--- src/hdl/mrpm_pkg.sv ---
// Package for the microphone RMS and peak level meter.
// Holds the item structs, the queue entry, the state enums and fixed widths.
// No dependencies.
package mrpm_pkg;

    // fixed field widths
    localparam int RAW_W    = 32;
    localparam int SMP_W    = 16;
    localparam int MAG_W    = 16;
    localparam int SQ_W     = 32;
    localparam int SUM_W    = 40;
    localparam int RMS_W    = 16;
    localparam int FCNT_W   = 10;
    localparam int SHIFT    = 12;
    localparam int FCNT_MAX = 1023;

    // iterative divide and root unit
    localparam int DIV_STEPS  = SUM_W;
    localparam int SQRT_STEPS = RMS_W;
    localparam int RAD_W      = 2 * RMS_W;
    localparam int STEP_W     = 6;

    typedef struct packed {
        logic signed [RAW_W-1:0] raw_word;
        logic                    last_in_frame;
    } in_item_t;

    typedef struct packed {
        logic signed [SMP_W-1:0] converted_sample;
        logic                    frame_done;
        logic [RMS_W-1:0]        rms_level;
        logic [MAG_W-1:0]        peak_level;
        logic [FCNT_W-1:0]       frame_samples;
    } out_item_t;

    // one converted sample waiting for the back end
    typedef struct packed {
        logic signed [SMP_W-1:0] sample;
        logic [MAG_W-1:0]        mag;
        logic                    last;
    } q_entry_t;

    typedef enum logic [1:0] {
        B_IDLE,
        B_ACC,
        B_CALC,
        B_OUT
    } back_state_t;

    typedef enum logic [1:0] {
        R_IDLE,
        R_DIV,
        R_SQRT
    } root_state_t;

endpackage

--- src/hdl/mrpm_front.sv ---
// Front end: converts the raw word to a saturated sample and its magnitude,
// and holds it in a two-entry queue for the back end. Depends on mrpm_pkg.
module mrpm_front (
    input  logic              clk,
    input  logic              rst_n,
    input  logic              sample_valid,
    output logic              sample_stall,
    input  mrpm_pkg::in_item_t sample_item,
    output logic              head_valid,
    output mrpm_pkg::q_entry_t head,
    input  logic              pop
);
    import mrpm_pkg::*;

    localparam int Q_DEPTH = 2;
    localparam int PTR_W   = $clog2(Q_DEPTH);
    localparam int CNT_W   = $clog2(Q_DEPTH + 1);

    logic signed [RAW_W-SHIFT-1:0] shifted;
    logic signed [SMP_W-1:0]       sample;
    logic signed [SMP_W:0]         neg_wide;
    logic [MAG_W-1:0]              mag;
    q_entry_t                      entry;
    logic                          push;

    q_entry_t           mem_reg [Q_DEPTH];
    logic [PTR_W-1:0]   wr_ptr_reg, wr_ptr_next;
    logic [PTR_W-1:0]   rd_ptr_reg, rd_ptr_next;
    logic [CNT_W-1:0]   cnt_reg, cnt_next;

    // arithmetic shift by dropping the low bits, then saturate to 16 bits
    always_comb
    begin
        shifted = sample_item.raw_word[RAW_W-1:SHIFT];
        if (shifted > $signed(20'sd32767))
            sample = 16'sh7FFF;
        else if (shifted < -$signed(20'sd32768))
            sample = 16'sh8000;
        else
            sample = shifted[SMP_W-1:0];
        // most negative sample gives 32768, which fits unsigned
        neg_wide = -{sample[SMP_W-1], sample};
        mag      = sample[SMP_W-1] ? neg_wide[MAG_W-1:0] : sample;
        entry.sample = sample;
        entry.mag    = mag;
        entry.last   = sample_item.last_in_frame;
    end

    // queue control
    assign sample_stall = (cnt_reg == CNT_W'(Q_DEPTH));
    assign push         = sample_valid && !sample_stall;
    assign head_valid   = (cnt_reg != '0);
    assign head         = mem_reg[rd_ptr_reg];

    always_comb
    begin
        wr_ptr_next = push ? wr_ptr_reg + 1'b1 : wr_ptr_reg;
        rd_ptr_next = pop  ? rd_ptr_reg + 1'b1 : rd_ptr_reg;
        cnt_next    = cnt_reg;
        if (push && !pop)
            cnt_next = cnt_reg + 1'b1;
        else if (pop && !push)
            cnt_next = cnt_reg - 1'b1;
    end

    always_ff @(posedge clk or negedge rst_n)
    begin
        if (!rst_n)
        begin
            wr_ptr_reg <= '0;
            rd_ptr_reg <= '0;
            cnt_reg    <= '0;
        end
        else
        begin
            wr_ptr_reg <= wr_ptr_next;
            rd_ptr_reg <= rd_ptr_next;
            cnt_reg    <= cnt_next;
        end
    end

    // payload storage, no reset
    always_ff @(posedge clk)
    begin
        if (push)
            mem_reg[wr_ptr_reg] <= entry;
    end

endmodule

--- src/hdl/mrpm_root.sv ---
// Iterative unit: restoring divide of the frame sum by the count, one
// quotient bit a cycle, then a digit-by-digit square root, two bits a cycle.
// Depends on mrpm_pkg.
module mrpm_root #(
    parameter int CW = 10
) (
    input  logic                        clk,
    input  logic                        rst_n,
    input  logic                        start,
    input  logic [mrpm_pkg::SUM_W-1:0]  dividend,
    input  logic [CW-1:0]               divisor,
    output logic                        busy,
    output logic [mrpm_pkg::RMS_W-1:0]  root
);
    import mrpm_pkg::*;

    root_state_t         state_reg, state_next;
    logic [STEP_W-1:0]   step_reg;
    logic [SUM_W-1:0]    q_reg;
    logic [CW-1:0]       rem_reg;
    logic [CW-1:0]       div_reg;
    logic [RMS_W+1:0]    srem_reg;
    logic [RMS_W-1:0]    root_reg;

    logic                div_en, sqrt_en, last_div, last_sqrt;
    logic [CW:0]         d_shift, d_diff;
    logic                d_bit;
    logic [RMS_W+3:0]    s_shift, s_trial, s_diff;
    logic                s_bit;

    assign last_div  = (step_reg == STEP_W'(DIV_STEPS - 1));
    assign last_sqrt = (step_reg == STEP_W'(SQRT_STEPS - 1));

    // next state
    always_comb
    begin
        state_next = state_reg;
        case (state_reg)
            R_IDLE:  if (start) state_next = R_DIV;
            R_DIV:   if (last_div) state_next = R_SQRT;
            R_SQRT:  if (last_sqrt) state_next = R_IDLE;
            default: state_next = R_IDLE;
        endcase
    end

    // outputs and step enables
    always_comb
    begin
        div_en  = 1'b0;
        sqrt_en = 1'b0;
        busy    = 1'b1;
        case (state_reg)
            R_IDLE:  busy = 1'b0;
            R_DIV:   div_en = 1'b1;
            R_SQRT:  sqrt_en = 1'b1;
            default: busy = 1'b0;
        endcase
    end

    assign root = root_reg;

    // one restoring divide step
    always_comb
    begin
        d_shift = {rem_reg, q_reg[SUM_W-1]};
        d_diff  = d_shift - {1'b0, div_reg};
        d_bit   = (d_shift >= {1'b0, div_reg});
    end

    // one root step on the top two bits of the radicand
    always_comb
    begin
        s_shift = {srem_reg, q_reg[RAD_W-1:RAD_W-2]};
        s_trial = {2'b00, root_reg, 2'b01};
        s_diff  = s_shift - s_trial;
        s_bit   = (s_shift >= s_trial);
    end

    always_ff @(posedge clk or negedge rst_n)
    begin
        if (!rst_n)
        begin
            state_reg <= R_IDLE;
            step_reg  <= '0;
        end
        else
        begin
            state_reg <= state_next;
            if (start || (div_en && last_div) || (sqrt_en && last_sqrt))
                step_reg <= '0;
            else if (div_en || sqrt_en)
                step_reg <= step_reg + 1'b1;
        end
    end

    // datapath, no reset
    always_ff @(posedge clk)
    begin
        if (start && !busy)
        begin
            q_reg   <= dividend;
            div_reg <= divisor;
            rem_reg <= '0;
        end
        else if (div_en)
        begin
            q_reg   <= {q_reg[SUM_W-2:0], d_bit};
            rem_reg <= d_bit ? d_diff[CW-1:0] : d_shift[CW-1:0];
            if (last_div)
            begin
                srem_reg <= '0;
                root_reg <= '0;
            end
        end
        else if (sqrt_en)
        begin
            q_reg    <= {q_reg[SUM_W-3:0], 2'b00};
            srem_reg <= s_bit ? s_diff[RMS_W+1:0] : s_shift[RMS_W+1:0];
            root_reg <= {root_reg[RMS_W-2:0], s_bit};
        end
    end

endmodule

--- src/hdl/mrpm_back.sv ---
// Back end: squares each sample, accumulates sum, peak and count, closes
// frames through the divide and root unit and drives the result register.
// Depends on mrpm_pkg and mrpm_root.
module mrpm_back #(
    parameter int MAX_FRAME = 512
) (
    input  logic                clk,
    input  logic                rst_n,
    input  logic                head_valid,
    input  mrpm_pkg::q_entry_t  head,
    output logic                pop,
    output logic                level_valid,
    input  logic                level_stall,
    output mrpm_pkg::out_item_t level_item
);
    import mrpm_pkg::*;

    localparam int CW = $clog2(MAX_FRAME + 1);
    localparam logic [CW-1:0] MAX_CNT = CW'(MAX_FRAME);

    back_state_t             state_reg, state_next;
    logic signed [SMP_W-1:0] cur_sample_reg;
    logic [MAG_W-1:0]        cur_mag_reg;
    logic                    cur_last_reg;
    logic [SQ_W-1:0]         sq_reg;
    logic                    close_reg;

    logic [SUM_W-1:0]        sum_reg, sum_sat;
    logic [MAG_W-1:0]        peak_reg, peak_new;
    logic [CW-1:0]           cnt_reg, cnt_inc;
    logic [MAG_W-1:0]        fin_peak_reg;
    logic [CW-1:0]           fin_cnt_reg;
    logic [SUM_W:0]          sum_wide;
    logic                    close_now;

    logic                    out_valid_reg;
    out_item_t               out_reg, out_next;
    logic                    out_free, acc_en, root_start, out_load;
    logic                    root_busy;
    logic [RMS_W-1:0]        root_val;
    logic [FCNT_W-1:0]       fcnt_sat;

    mrpm_root #(.CW(CW)) u_root (
        .clk      (clk),
        .rst_n    (rst_n),
        .start    (root_start),
        .dividend (sum_sat),
        .divisor  (cnt_inc),
        .busy     (root_busy),
        .root     (root_val)
    );

    assign out_free = !out_valid_reg || !level_stall;

    // accumulate with saturation of the sum
    always_comb
    begin
        sum_wide  = {1'b0, sum_reg} + (SUM_W + 1)'(sq_reg);
        sum_sat   = sum_wide[SUM_W] ? '1 : sum_wide[SUM_W-1:0];
        peak_new  = (cur_mag_reg > peak_reg) ? cur_mag_reg : peak_reg;
        cnt_inc   = cnt_reg + 1'b1;
        close_now = cur_last_reg || (cnt_inc >= MAX_CNT);
    end

    // next state
    always_comb
    begin
        state_next = state_reg;
        case (state_reg)
            B_IDLE:  if (head_valid) state_next = B_ACC;
            B_ACC:   state_next = close_now ? B_CALC : B_OUT;
            B_CALC:  if (!root_busy) state_next = B_OUT;
            B_OUT:
            begin
                if (out_free)
                    state_next = head_valid ? B_ACC : B_IDLE;
            end
            default: state_next = B_IDLE;
        endcase
    end

    // control strobes
    always_comb
    begin
        pop        = 1'b0;
        acc_en     = 1'b0;
        root_start = 1'b0;
        out_load   = 1'b0;
        case (state_reg)
            B_IDLE:  pop = head_valid;
            B_ACC:
            begin
                acc_en     = 1'b1;
                root_start = close_now;
            end
            B_CALC:  ;
            B_OUT:
            begin
                out_load = out_free;
                pop      = out_free && head_valid;
            end
            default: ;
        endcase
    end

    // result item
    always_comb
    begin
        fcnt_sat = (32'(fin_cnt_reg) > FCNT_MAX) ? FCNT_W'(FCNT_MAX) : FCNT_W'(fin_cnt_reg);
        out_next.converted_sample = cur_sample_reg;
        out_next.frame_done       = close_reg;
        out_next.rms_level        = close_reg ? root_val : '0;
        out_next.peak_level       = close_reg ? fin_peak_reg : '0;
        out_next.frame_samples    = close_reg ? fcnt_sat : '0;
    end

    assign level_valid = out_valid_reg;
    assign level_item  = out_reg;

    always_ff @(posedge clk or negedge rst_n)
    begin
        if (!rst_n)
        begin
            state_reg     <= B_IDLE;
            out_valid_reg <= 1'b0;
            sum_reg       <= '0;
            peak_reg      <= '0;
            cnt_reg       <= '0;
        end
        else
        begin
            state_reg <= state_next;
            if (out_load)
                out_valid_reg <= 1'b1;
            else if (!level_stall)
                out_valid_reg <= 1'b0;
            if (acc_en)
            begin
                if (close_now)
                begin
                    sum_reg  <= '0;
                    peak_reg <= '0;
                    cnt_reg  <= '0;
                end
                else
                begin
                    sum_reg  <= sum_sat;
                    peak_reg <= peak_new;
                    cnt_reg  <= cnt_inc;
                end
            end
        end
    end

    // item payload, no reset
    always_ff @(posedge clk)
    begin
        if (pop)
        begin
            cur_sample_reg <= head.sample;
            cur_mag_reg    <= head.mag;
            cur_last_reg   <= head.last;
            sq_reg         <= SQ_W'(head.mag) * SQ_W'(head.mag);
        end
        if (acc_en)
        begin
            close_reg    <= close_now;
            fin_peak_reg <= peak_new;
            fin_cnt_reg  <= cnt_inc;
        end
        if (out_load)
            out_reg <= out_next;
    end

endmodule

--- src/hdl/mic_rms_peak_level_meter_unit.sv ---
// Top level of the microphone RMS and peak level meter.
// Joins the converting front end and the accumulating back end.
// Depends on mrpm_pkg, mrpm_front, mrpm_back (and mrpm_root below it).
//
//  channel   dir  handshake                   payload
//  sample    in   sample_valid/sample_stall   in_item_t  (raw_word, last_in_frame)
//  level     out  level_valid/level_stall     out_item_t (sample, done, rms, peak, count)
//
// An item that does not close a frame passes the back-end states for
// accumulate, then result load with fetch of the next queued item.
// An item that closes a frame adds the divide steps, one per sum bit, and
// the root steps, one per result bit, in the shared divide/root unit.
// Reset clears the queue, the accumulators and all control state.
// A stalled result holds the back end; the two-entry queue then fills
// and sample_stall rises.
module mic_rms_peak_level_meter_unit #(
    parameter int MAX_FRAME = 512
) (
    input  logic                clk,
    input  logic                rst_n,
    input  logic                sample_valid,
    output logic                sample_stall,
    input  mrpm_pkg::in_item_t  sample_item,
    output logic                level_valid,
    input  logic                level_stall,
    output mrpm_pkg::out_item_t level_item
);
    import mrpm_pkg::*;

    logic     head_valid;
    q_entry_t head;
    logic     pop;

    mrpm_front u_front (
        .clk          (clk),
        .rst_n        (rst_n),
        .sample_valid (sample_valid),
        .sample_stall (sample_stall),
        .sample_item  (sample_item),
        .head_valid   (head_valid),
        .head         (head),
        .pop          (pop)
    );

    mrpm_back #(.MAX_FRAME(MAX_FRAME)) u_back (
        .clk         (clk),
        .rst_n       (rst_n),
        .head_valid  (head_valid),
        .head        (head),
        .pop         (pop),
        .level_valid (level_valid),
        .level_stall (level_stall),
        .level_item  (level_item)
    );

    // the back end only takes from a non-empty queue
    assert property (@(posedge clk) disable iff (!rst_n) pop |-> head_valid)
        else $error("pop from empty queue");

    // a full queue always has a head for the back end
    assert property (@(posedge clk) disable iff (!rst_n) sample_stall |-> head_valid)
        else $error("queue stalls while empty");

    // open frame reports no statistics
    assert property (@(posedge clk) disable iff (!rst_n)
        (level_valid && !level_item.frame_done) |->
        (level_item.rms_level == '0 && level_item.peak_level == '0 &&
         level_item.frame_samples == '0))
        else $error("statistics on open frame");

    // closed frame: non-empty and rms never above peak
    assert property (@(posedge clk) disable iff (!rst_n)
        (level_valid && level_item.frame_done) |->
        (level_item.frame_samples != '0 && level_item.rms_level <= level_item.peak_level))
        else $error("bad frame statistics");

endmodule
--- config.mk ---
export PLATFORM = sky130hd
export DESIGN_NAME = mic_rms_peak_level_meter_unit
export DESIGN_NICKNAME = d
export VERILOG_FILES = /design/src/hdl/mrpm_pkg.sv /design/src/hdl/mrpm_front.sv /design/src/hdl/mrpm_root.sv /design/src/hdl/mrpm_back.sv /design/src/hdl/mic_rms_peak_level_meter_unit.sv
export SDC_FILE = /design/constraint.sdc
export NUM_CORES = 1
export LEC_CHECK = 0
export BUFFER_PORTS_ARGS = -buffer_cell sky130_fd_sc_hd__buf_2
export CORE_MARGIN = 3
export CORE_UTILIZATION = 60
export DETAILED_ROUTE_END_ITERATION = 8
export PLACE_DENSITY_LB_ADDON = 0.1
export REMOVE_ABC_BUFFERS = 1
export SYNTH_ARGS = -nofsm -noshare
export SYNTH_HDL_FRONTEND = slang
export SYNTH_SLANG_ARGS = --single-unit
export TNS_END_PERCENT = 30
--- constraint.sdc ---
create_clock -name clk -period 23.1 [get_ports clk]
set_input_delay 3.465 -clock clk [delete_from_list [all_inputs] [get_ports clk]]
set_output_delay 3.465 -clock clk [all_outputs]
set_load 0.05 [all_outputs]
==> results of run 1 <==
## metrics by stage
stage	worst slack, ps	cells	area, sq um
CTS	14540	3203	29000
detailed placement	14610	3126	27600
floorplan	15310	2428	26200
global placement	14670	3126	27600
global route	14030	3203	29000
finish	14640	3203	29000
## worst reg2reg max path, cell delays in order (launching register included)
cell      delay (ps)
dfrtp_1          330
buf_4            430
mux2i_1          880
clkinv_1         680
nand2_1          290
inv_1             90
fa_1             540
inv_1             60
fa_1             530
inv_1             50
fa_1             520
fa_1             440
fa_1             550
inv_1             60
fa_1             520
inv_1             40
ha_1             360
o21ai_0          170
nand2b_1          90
a21boi_0         130
a31o_2           270
a221o_1          360
a221o_1          360
a221oi_1         340
xnor2_1          110
## cells in the final DEF, fill, tap and decap left out, drive strengths merged, types with 9 or more instances in the layout
master	count
inv	350
edfxtp	296
nor2	192
nand2	186
ha	185
fa	164
a21oi	128
buf	113
o21ai	110
dfrtp	81
xnor2	65
mux2i	58
and2	51
nand3	50
clkbuf	50
a21o	48
nor2b	40
nand4	32
a211oi	32
xor2	30
nor3	27
o2bb2ai	27
clkinv	24
and3	22
a31oi	22
mux2	22
o221ai	17
o21a	13
o21bai	11
a22oi	11
nand2b	11
dfxtp	10
a41oi	9
or2	9
## cells by family (layout without fill, tap and decap cells)
kind of cell               count (synthesis)  after routing  share of synthesized area, %
and+or+nand+nor                          648            648                          11.4
AOI/OAI and AO/OA                        513            513                          12.8
buffers and inverters                    460            546                          6.57
DFF                                      387            387                          41.8
adders and majority gates                349            349                          21.1
xor gates and xnor gates                  95             95                          3.13
muxes                                     80             80                          3.12
## cell type report
cell class	instances	share of cell area [%]
timing repair buffer	113	2.20
tap	585	2.52
sequential	387	38.3
clock buffer	50	3.80
clock inverter	27	1.19
multi-input combinational	1685	47.4
inverter	356	4.61
## final timing paths
check | from | endpoint | slack [ps] | depth (start not counted)
setup reg to reg | u_front.rd_ptr_reg | u_back.sq_reg[30] | 14640 | 24
setup / recovery | u_front.rd_ptr_reg | u_back.sq_reg[30] | 14640 | 24
hold / removal | u_back.cur_sample_reg[8] | u_back.level_item[51] | 420 | 0
hold reg to reg | u_back.cur_sample_reg[8] | u_back.level_item[51] | 420 | 0
min in group asynchronous | rst_n | u_back.sum_reg[34] | 2870 | 1
max in group asynchronous | rst_n | u_back.sum_reg[20] | 19150 | 2
## metal layers
layer	track usage, %	up-vias
li1	-	8907
met1	32.9	9088
met2	41.9	501
met3	3.31	125
met4	8.25	2
met5	0	-
==> impl_results.md, run 1 <==
- Status: completed
- Metal2 WL: 28,000 um
- DRT iter0 DRCs: 1,083
- Post-route ant nets: 0
- Routed length per instance: 17.8 um
- Worst EP arrival: 8760 ps
- Fraction of layout cells with a size suffix above 1: 8.82%
- Io pins: 98
- Via count of the first global-routing pass: 18.8k
- Crit-path cells: buf_4 > mux2i_1 > clkinv_1 > nand2_1 > inv_1 > fa_1 > inv_1 > fa_1 > inv_1 > fa_1 > fa_1 > fa_1 > inv_1 > fa_1 > inv_1 > ha_1 > o21ai_0 > nand2b_1 > a21boi_0 > a31o_2 > a221o_1 > a221o_1 > a221oi_1 > xnor2_1
- Top Metal Used: met5
- Die Span Y: 216 um
- Sequential cell area: 11,100 sq um
- Largest net degree at the start of global routing: 86
- Required time worst endpoint: 23,400 ps
- Tightest Pin Transition: 1220 ps
- Overflow after GRT: 0
- DIE AREA: 46,800 sq um
- Metal-1 WL: 24,400 um
- Cell family with most CP delay: adder cells
- Synth warnings: 0
- Synth cell count leaders: inv_1, edfxtp_1, nor2_1
- Max FO, Critical Path: 33
- Clk_lat worst skew: 580 ps
- Synth area leader: edfxtp_1
- Post-route setup TNS: 0 ps
- CTS tree: built
- Multi-input combinational cell area: 13,700 sq um
- Post-synth EDFFs: 296
- Max FFs per register: 64
- Worst setup path class: flop to flop
- Worst Skew: 32.8 ps
- Top cell type's share of synthesized area: 33.5%
- Max Cap Viol: 0
- Final min period: 8460 ps
- CTS max path bufs: 3
- # DRC: 0
- Final net count: 2,971
- Met3 routed WL: 2740 um
- Achievable frequency: 0.118 GHz
- Max incr delay on CP: 870 ps
- Worst setup EP type: flop
- Fillers: 3,372
- TritonRoute pass-1 iters: 5
- Crit share post-route: 36.6%
- Post-DP HPWL: 41,700 um
- Starting Density: 61.3%
- # hold bufs at CTS: 0
- Placer congestion estimate: 0.916
- Vias/cell: 5.81
- Row count: 76
- Main area contributors after synthesis: edfxtp_1, fa_1, ha_1, dfrtp_1, inv_1
- Inserted Clock Buffers: 42
- First-pass GRT wire length: 93,800 um
- Final core occ: 66.9%
- Vias: 18.6k
- Area growth, synth to finish: 9.19%
- Sink Count: 387
- Hold WC Path Type: flop to flop
- GRT Resource Usage Total: 24.6%
- Worst hold slack: 420 ps
- Yosys reg bits: 387
- Post-CTS Setup Inserts: 0
- Clock-pin slew on the worst setup and hold paths: 60 ps
- IO Port Bufs: 85
- Slowest cell on crit path: mux2i_1
- Bufs and invs on worst path: 7
- Die width: 216 um
- Top-count cell post-synth: inv_1
- Core area: 43,400 sq um
- H-tree levels: 2
- CP dominant cell by count: fa_1
- Seq/Total Area, Yosys: 41.8%
- RSZ-0062 raised after global routing: false
- Mapped Area: 26,600 sq um
- Top FF cell, synth: edfxtp_1
- Synth Instances: 2,532
- Wirelength, routed: 57,000 um
- Final setup viols: 0
- Final Hold Viols: 0
- Antenna Cells: 0
- Max Slew Vio Count: 0
- Post_cts resized: 0
- Root Driver: clkbuf_16
- Synth unique cells: 73
- Syn Area/Cell: 10.5 sq um
- Startpoint Class: flop
- Initial antenna violation count: 1
- FFs w/ async S/R, synth: 20.9%
- Max transition margin: 18.1%
Power of run 1 is not shown: default switching activity piles up to over one toggle a cycle in this logic, so the estimate is an artifact.
==> run 2, diff against run 1 <==
- ABC_AREA: default -> 1
- clock period: 23.1 -> 7.8 ns (I/O delays scaled with it)
==> run 2 against run 1 <==
Hold slack worse by 3.4 ps. Flip-flop and latch count stayed put. Maximum frequency is 18% higher. Routed wire length is 18% higher. Clock-buffer cell count is 11 higher. Sequential share of layout area is 1.7 points lower. Synthesized cell count is 28% higher. Critical path type unchanged. Final area is 4.6% higher. Die area is 4.9% higher. First-iteration DRC count is 44% higher. Area after synthesis is 5.1% higher.
==> impl_results.md, run 2 <==
- Top-count cell post-synth: nand2_1
- Final net count: 3,711 (+25%)
- Max transition margin: 34.6% (+16 points)
- Overflow after GRT: 0 (unchanged)
- Synth warnings: 0 (unchanged)
- Clock-pin slew on the worst setup and hold paths: 60 ps (about the same)
- Final setup viols: 0 (unchanged)
- Final Hold Viols: 0 (unchanged)
- Mapped Area: 27,900 sq um (+5.1%)
- GRT Resource Usage Total: 27.5% (+2.8 points)
- Gate power share: 1.4%
- Clock share of power: 48.0%
- Worst Skew: 16.3 ps (-16.4 ps)
- Worst setup EP type: flop
- Area growth, synth to finish: 8.75%
- Placer congestion estimate: 0.959 (+4.7%)
- Switching power: 901 uW
- Status: completed
- Switching part of the total power: 20.7%
- Worst EP arrival: 7470 ps (-1290 ps)
- Vias: 21.4k (+15%)
- First-pass GRT wire length: 110,000 um (+17%)
- CTS tree: built
- Initial antenna violation count: 0 (-1)
- # hold bufs at CTS: 0 (unchanged)
- Post-DP HPWL: 50,500 um (+21%)
- DIE AREA: 49,100 sq um (+4.9%)
- Synth cell count leaders: nand2_1, inv_1, edfxtp_1
- Yosys reg bits: 387 (unchanged)
- Startpoint Class: flop
- P_int: 3450 uW
- Post-synth EDFFs: 296 (unchanged)
- Required time worst endpoint: 8130 ps (-15,270 ps)
- Pleak: 0.0152 uW
- CTS max path bufs: 3 (unchanged)
- Crit share post-route: 91.6% (+55 points)
- Commonest non-fill, non-tap cells in the layout: nand2_1, inv_1, edfxtp_1
- Power share of the sequential group: 50.7%
- Wirelength, routed: 67,200 um (+18%)
- Largest net degree at the start of global routing: 65 (-24%)
- Antenna Cells: 0 (unchanged)
- RSZ-0062 raised after global routing: false
- Worst hold slack: 417 ps (-3.40 ps)
- Hold WC Path Type: flop to flop
- Max incr delay on CP: 570 ps (-300 ps)
- Clk_lat worst skew: 590 ps (about the same)
- Routed length per instance: 17.0 um (-4.6%)
- Sink Count: 387 (unchanged)
- Tightest Pin Transition: 980 ps (-243 ps)
- Vias/cell: 5.40 (-7.1%)
- PD cells: 143 nW/um^2
- TritonRoute pass-1 iters: 6 (+1)
- Top cell type's share of synthesized area: 31.8% (-1.6 points)
- Seq/Total Area, Yosys: 39.8% (-2.0 points)
- Final min period: 7140 ps (-1320 ps)
- Top FF cell, synth: edfxtp_1
- Achievable frequency: 0.140 GHz (+18%)
- Core area: 45,700 sq um (+5.3%)
- Max FFs per register: 64 (unchanged)
- Row count: 78 (+2.6%)
- # DRC: 0 (unchanged)
- Root Driver: clkbuf_16
- Synth unique cells: 51 (-30%)
- Fillers: 3,836 (+14%)
- Syn Area/Cell: 8.60 sq um (-18%)
- Die Span Y: 222 um (+2.4%)
- Post-route ant nets: 0 (unchanged)
- Slowest cell on crit path: fa_1
- Via count of the first global-routing pass: 21.5k (+14%)
- Commonest non-fill, non-tap cell in the layout: nand2_1
- Worst-case vdd ir drop: 0.000208 V
- FFs w/ async S/R, synth: 20.9% (unchanged)
- Fraction of layout cells with a size suffix above 1: 7.92% (-0.91 points)
- H-tree levels: 2 (unchanged)
- Io pins: 98 (unchanged)
- Starting Density: 61.1% (-0.16 points)
- IO Port Bufs: 85 (unchanged)
- Post-CTS Setup Inserts: 0 (unchanged)
- DRT iter0 DRCs: 1,556 (+44%)
- CP dominant cell by count: inv_1
- Worst setup path class: flop to flop
- Die width: 222 um (+2.4%)
- Max Cap Viol: 0 (unchanged)
- Post-route setup TNS: 0 ps (unchanged)
- Max Slew Vio Count: 0 (unchanged)
- Synth area leader: edfxtp_1
- Synth Instances: 3,245 (+28%)
- Post_cts resized: 0 (unchanged)
- Main area contributors after synthesis: edfxtp_1, nand2_1, fa_1, ha_1, inv_1
- Max FO, Critical Path: 35 (+6.1%)
- Inserted Clock Buffers: 43 (+2.4%)
==> run 2: cell types whose count changed after synthesis, sizes merged, moves of 47 or more <==
cell and change:
and2 -49, nor2 +76, inv +254, nand2 +713
clkbuf -47, nand3 +97
==> run 2: stage by stage <==
| stage | setup WS (ps) | utilization [%] | total power [uW] | area [sq um] | std cells |
|---|---|---|---|---|---|
| CTS | 766 | 66.5 | 4380 | 30400 | 3960 |
| floorplan | 605 | - | 2280 | 27500 | 3170 |
| global route | 296 | 66.5 | 4480 | 30400 | 3960 |
| detailed placement | 844 | 63.3 | 2310 | 28900 | 3880 |
| global placement | 923 | 63.3 | 2310 | 28900 | 3880 |
| finish | 656 | 66.5 | 4350 | 30400 | 3960 |
==> run 2: worst max-delay path: cells and delay by family, from the launching register on <==
family                   cells  cell delay, ps
flip-flops                   1             350
adder cells (fa/ha/maj)      7            3460
AO/OA/AOI/OAI                3             880
AND/OR/NAND/NOR              9             950
buffers and inverters        9            1260
==> run 2: final cells by class <==
cell class	count	area [sq um]	share of cell area (%)
clock buffer	61	1170	3.87
tap	600	751	2.47
multi-input combinational	2174	14200	46.6
clock inverter	19	258	0.849
sequential	387	11100	36.6
timing repair buffer	110	616	2.03
inverter	609	2290	7.53
==> run 2: worst paths after layout <==
| kind | from | end | slack, ps | depth (start not counted) |
|---|---|---|---|---|
| setup / recovery | u_front.rd_ptr_reg | u_back.sq_reg[28] | 660 | 28 |
| hold / removal | u_back.cur_sample_reg[3] | u_back.level_item[46] | 420 | 0 |
| max in group asynchronous | rst_n | u_back.peak_reg[14] | 6150 | 2 |
| min in group asynchronous | rst_n | u_back.sum_reg[15] | 490 | 1 |
| hold reg to reg | u_back.cur_sample_reg[3] | u_back.level_item[46] | 420 | 0 |
| setup reg to reg | u_front.rd_ptr_reg | u_back.sq_reg[28] | 660 | 28 |
==> run 2: kinds of logic (layout without fill, tap and decap cells) <==
group | after synthesis | after routing | share of synthesized area (%)
and+or+nand+nor | 1420 | 1420 | 21.0
buffers and inverters | 684 | 799 | 9.57
DFF | 387 | 387 | 39.8
adders and majority gates | 349 | 349 | 20.1
AOI/OAI and AO/OA | 298 | 298 | 6.08
xor gates and xnor gates | 92 | 92 | 2.89
muxes | 15 | 15 | 0.538
==> run 2: power by group through the flow <==
stage / Sequential (uW) / Combinational, uW / Clock (uW)
2_1_floorplan: 2250 / 30.9 / 0
3_3_place_gp: 2250 / 58.3 / 0
3_5_place_dp: 2250 / 60.4 / 0
4_1_cts: 2200 / 60.8 / 2120
5_1_grt: 2200 / 68.6 / 2200
6_report: 2200 / 59.8 / 2090
==> run 2: layer usage <==
| layer | vias to the layer above | GRT usage [%] | share of wire [%] |
|---|---|---|---|
| li1 | 10414 | - | - |
| met1 | 10275 | 37.3 | 44 |
| met2 | 575 | 46.8 | 48 |
| met3 | 124 | 4.14 | 5.6 |
| met4 | 0 | 6.98 | 2.4 |
| met5 | - | 0 | 0 |
Note: power is estimated with default switching activity, not from simulation.
==> run 3, diff against run 2 <==
- PLACE_DENSITY_LB_ADDON: 0.1 -> 0.05
==> run 3 against run 2 <==
Routed wire length down 0.46%. Non-clock buffer count did not move. Sequential power barely moved. Critical endpoint unchanged. Highest routed layer is now met5.
==> impl_results.md, run 3 (synthesis results as in run 2) <==
- Vias: 21.4k (+0.033%)
- Commonest non-fill, non-tap cells in the layout: nand2_1, inv_1, edfxtp_1
- IO Port Bufs: 85 (unchanged)
- First-pass GRT wire length: 110,000 um (+0.35%)
- Worst Skew: 35.9 ps (+19.5 ps)
- GRT Resource Usage Total: 27.6% (+0.099 points)
- Achievable frequency: 0.137 GHz (-2.4%)
- Via count of the first global-routing pass: 21.6k (+0.71%)
- Post-DP HPWL: 50,300 um (-0.46%)
- PD cells: 145 nW/um^2 (+1.2%)
- Area growth, synth to finish: 9.09%
- Slowest cell on crit path: dfrtp_1
- Max Slew Vio Count: 0 (unchanged)
- Final Hold Viols: 0 (unchanged)
- Total chip power: 4420 uW (+1.5%)
- Wirelength, routed: 66,900 um (-0.46%)
- H-tree levels: 2 (unchanged)
- Fraction of layout cells with a size suffix above 1: 8.07% (+0.16 points)
- Sink Count: 387 (unchanged)
- Largest net degree at the start of global routing: 69 (+6.2%)
- DIE AREA: 49,100 sq um (unchanged)
- Fin worst setup slack: 479 ps (-177 ps)
- Post-route cell area: 30,400 sq um (+0.31%)
- Max Cap Viol: 0 (unchanged)
- Pre-CTS setup slack: 602 ps (-242 ps)
- Worst EP arrival: 7630 ps (+160 ps)
- Power share of the sequential group: 49.9% (-0.8 points)
- CTS tree: built
- Clk_lat worst skew: 590 ps (about the same)
- CTS max path bufs: 3 (unchanged)
- # DRC: 0 (unchanged)
- Worst setup EP type: flop
- Required time worst endpoint: 8110 ps (-20 ps)
- Status: completed
- Overflow after GRT: 0 (unchanged)
- P_int: 3520 uW (+1.9%)
- Fillers: 3,790 (-1.2%)
- DRT iter0 DRCs: 1,561 (+0.32%)
- Root Driver: clkbuf_16
- Core area: 45,700 sq um (unchanged)
- Final min period: 7320 ps (+177 ps)
- TritonRoute pass-1 iters: 6 (unchanged)
- Crit-path cells: inv_1 > or2_2 > o21ai_2 > clkinv_1 > nand2_1 > fa_1 > fa_1 > inv_1 > fa_1 > fa_1 > fa_1 > inv_1 > fa_1 > inv_1 > ha_1 > a21oi_1 > o21ai_0 > a21oi_1 > nor2_1 > a211oi_1 > nand2_1 > nand2_1 > nand2_1
- # hold bufs at CTS: 0 (unchanged)
- Pleak: 0.0153 uW (+0.28%)
- Post-route setup TNS: 0 ps (unchanged)
- RSZ-0062 raised after global routing: false
- Tightest Pin Transition: 998 ps (+17.3 ps)
- Switching power: 903 uW (+0.22%)
- Max transition margin: 33.3% (-1.3 points)
- Post_cts resized: 0 (unchanged)
- Final core occ: 66.7% (+0.21 points)
- Max FO, Critical Path: 15 (-57%)
- Clock share of power: 48.8% (+0.8 points)
- Die Span Y: 222 um (unchanged)
- Post-DP Area: 28,900 sq um (about the same)
- Crit share post-route: 93.9% (+2.3 points)
- Post-CTS Setup Inserts: 0 (unchanged)
- Worst-case vdd ir drop: 0.000184 V (-11%)
- Io pins: 98 (unchanged)
- Antenna Cells: 0 (unchanged)
- Gate power share: 1.4% (about the same)
- Routed length per instance: 16.9 um (-0.38%)
- Post-route ant nets: 0 (unchanged)
- Commonest non-fill, non-tap cell in the layout: nand2_1
- Switching part of the total power: 20.4% (-0.27 points)
- Starting Density: 61.1% (unchanged)
- Startpoint Class: flop
- CP dominant cell by count: fa_1
- Max incr delay on CP: 610 ps (+40 ps)
- Final net count: 3,710 (-0.027%)
- Worst setup path class: flop to flop
- Initial antenna violation count: 2 (+2)
- Max FFs per register: 64 (unchanged)
- Die width: 222 um (unchanged)
- Final setup viols: 0 (unchanged)
- Hold WC Path Type: flop to flop
- Vias/cell: 5.41 (+0.11%)
- Clock-pin slew on the worst setup and hold paths: 60 ps (about the same)
- Row count: 78 (unchanged)
- Placer congestion estimate: 0.961 (+0.11%)
- Inserted Clock Buffers: 42 (-2.3%)
-- run 3: metrics by stage --
step                std cells  hold WS, ps
floorplan                3170          400
global placement         3880          407
detailed placement       3880          406
CTS                      3957          419
global route             3957          420
finish                   3957          416
-- run 3: layout make-up --
class	count	area [sq um]	share of cell area (%)
multi-input combinational	2174	14200	46.5
sequential	387	11100	36.5
inverter	609	2290	7.51
clock buffer	51	1100	3.63
tap	600	751	2.47
timing repair buffer	110	628	2.06
clock inverter	26	409	1.34
-- run 3: power by group through the flow --
stage	registers (uW)	logic [uW]	clock network, uW
floorplan	2250	30.9	0
global placement	2250	58.3	0
detailed placement	2250	60.1	0
CTS	2200	60.7	2190
global route	2200	68.3	2280
finish	2200	59.7	2150
-- run 3: path summary, 6_finish.rpt --
path,from,endpoint,slack (ps),cells after the start
worst max register to register,u_front.rd_ptr_reg,u_back.sq_reg[28],480,23
worst min register to register,u_back.cur_sample_reg[11],u_back.level_item[54],420,0
worst min-delay path,u_back.cur_sample_reg[11],u_back.level_item[54],420,0
worst max-delay path,u_front.rd_ptr_reg,u_back.sq_reg[28],480,23
min in group asynchronous,rst_n,u_back.sum_reg[12],470,1
max in group asynchronous,rst_n,u_back.state_reg[0],6140,2
-- run 3: critical path, delay by kind of cell (launching register included) --
kind                     cells  cell delay (ps)
adder cells (fa/ha/maj)      7             3450
AO/OA/AOI/OAI                5             1020
buffers and inverters        5             1000
AND/OR/NAND/NOR              6              950
flip-flops                   1              610
-- run 3: routing by layer --
metal	up-vias	GRT usage [%]	share of wire (%)
met5	-	0	0.039
li1	10399	-	-
met3	110	4.49	5.4
met2	533	47.4	49
met4	4	7.72	2.4
met1	10349	36.5	43
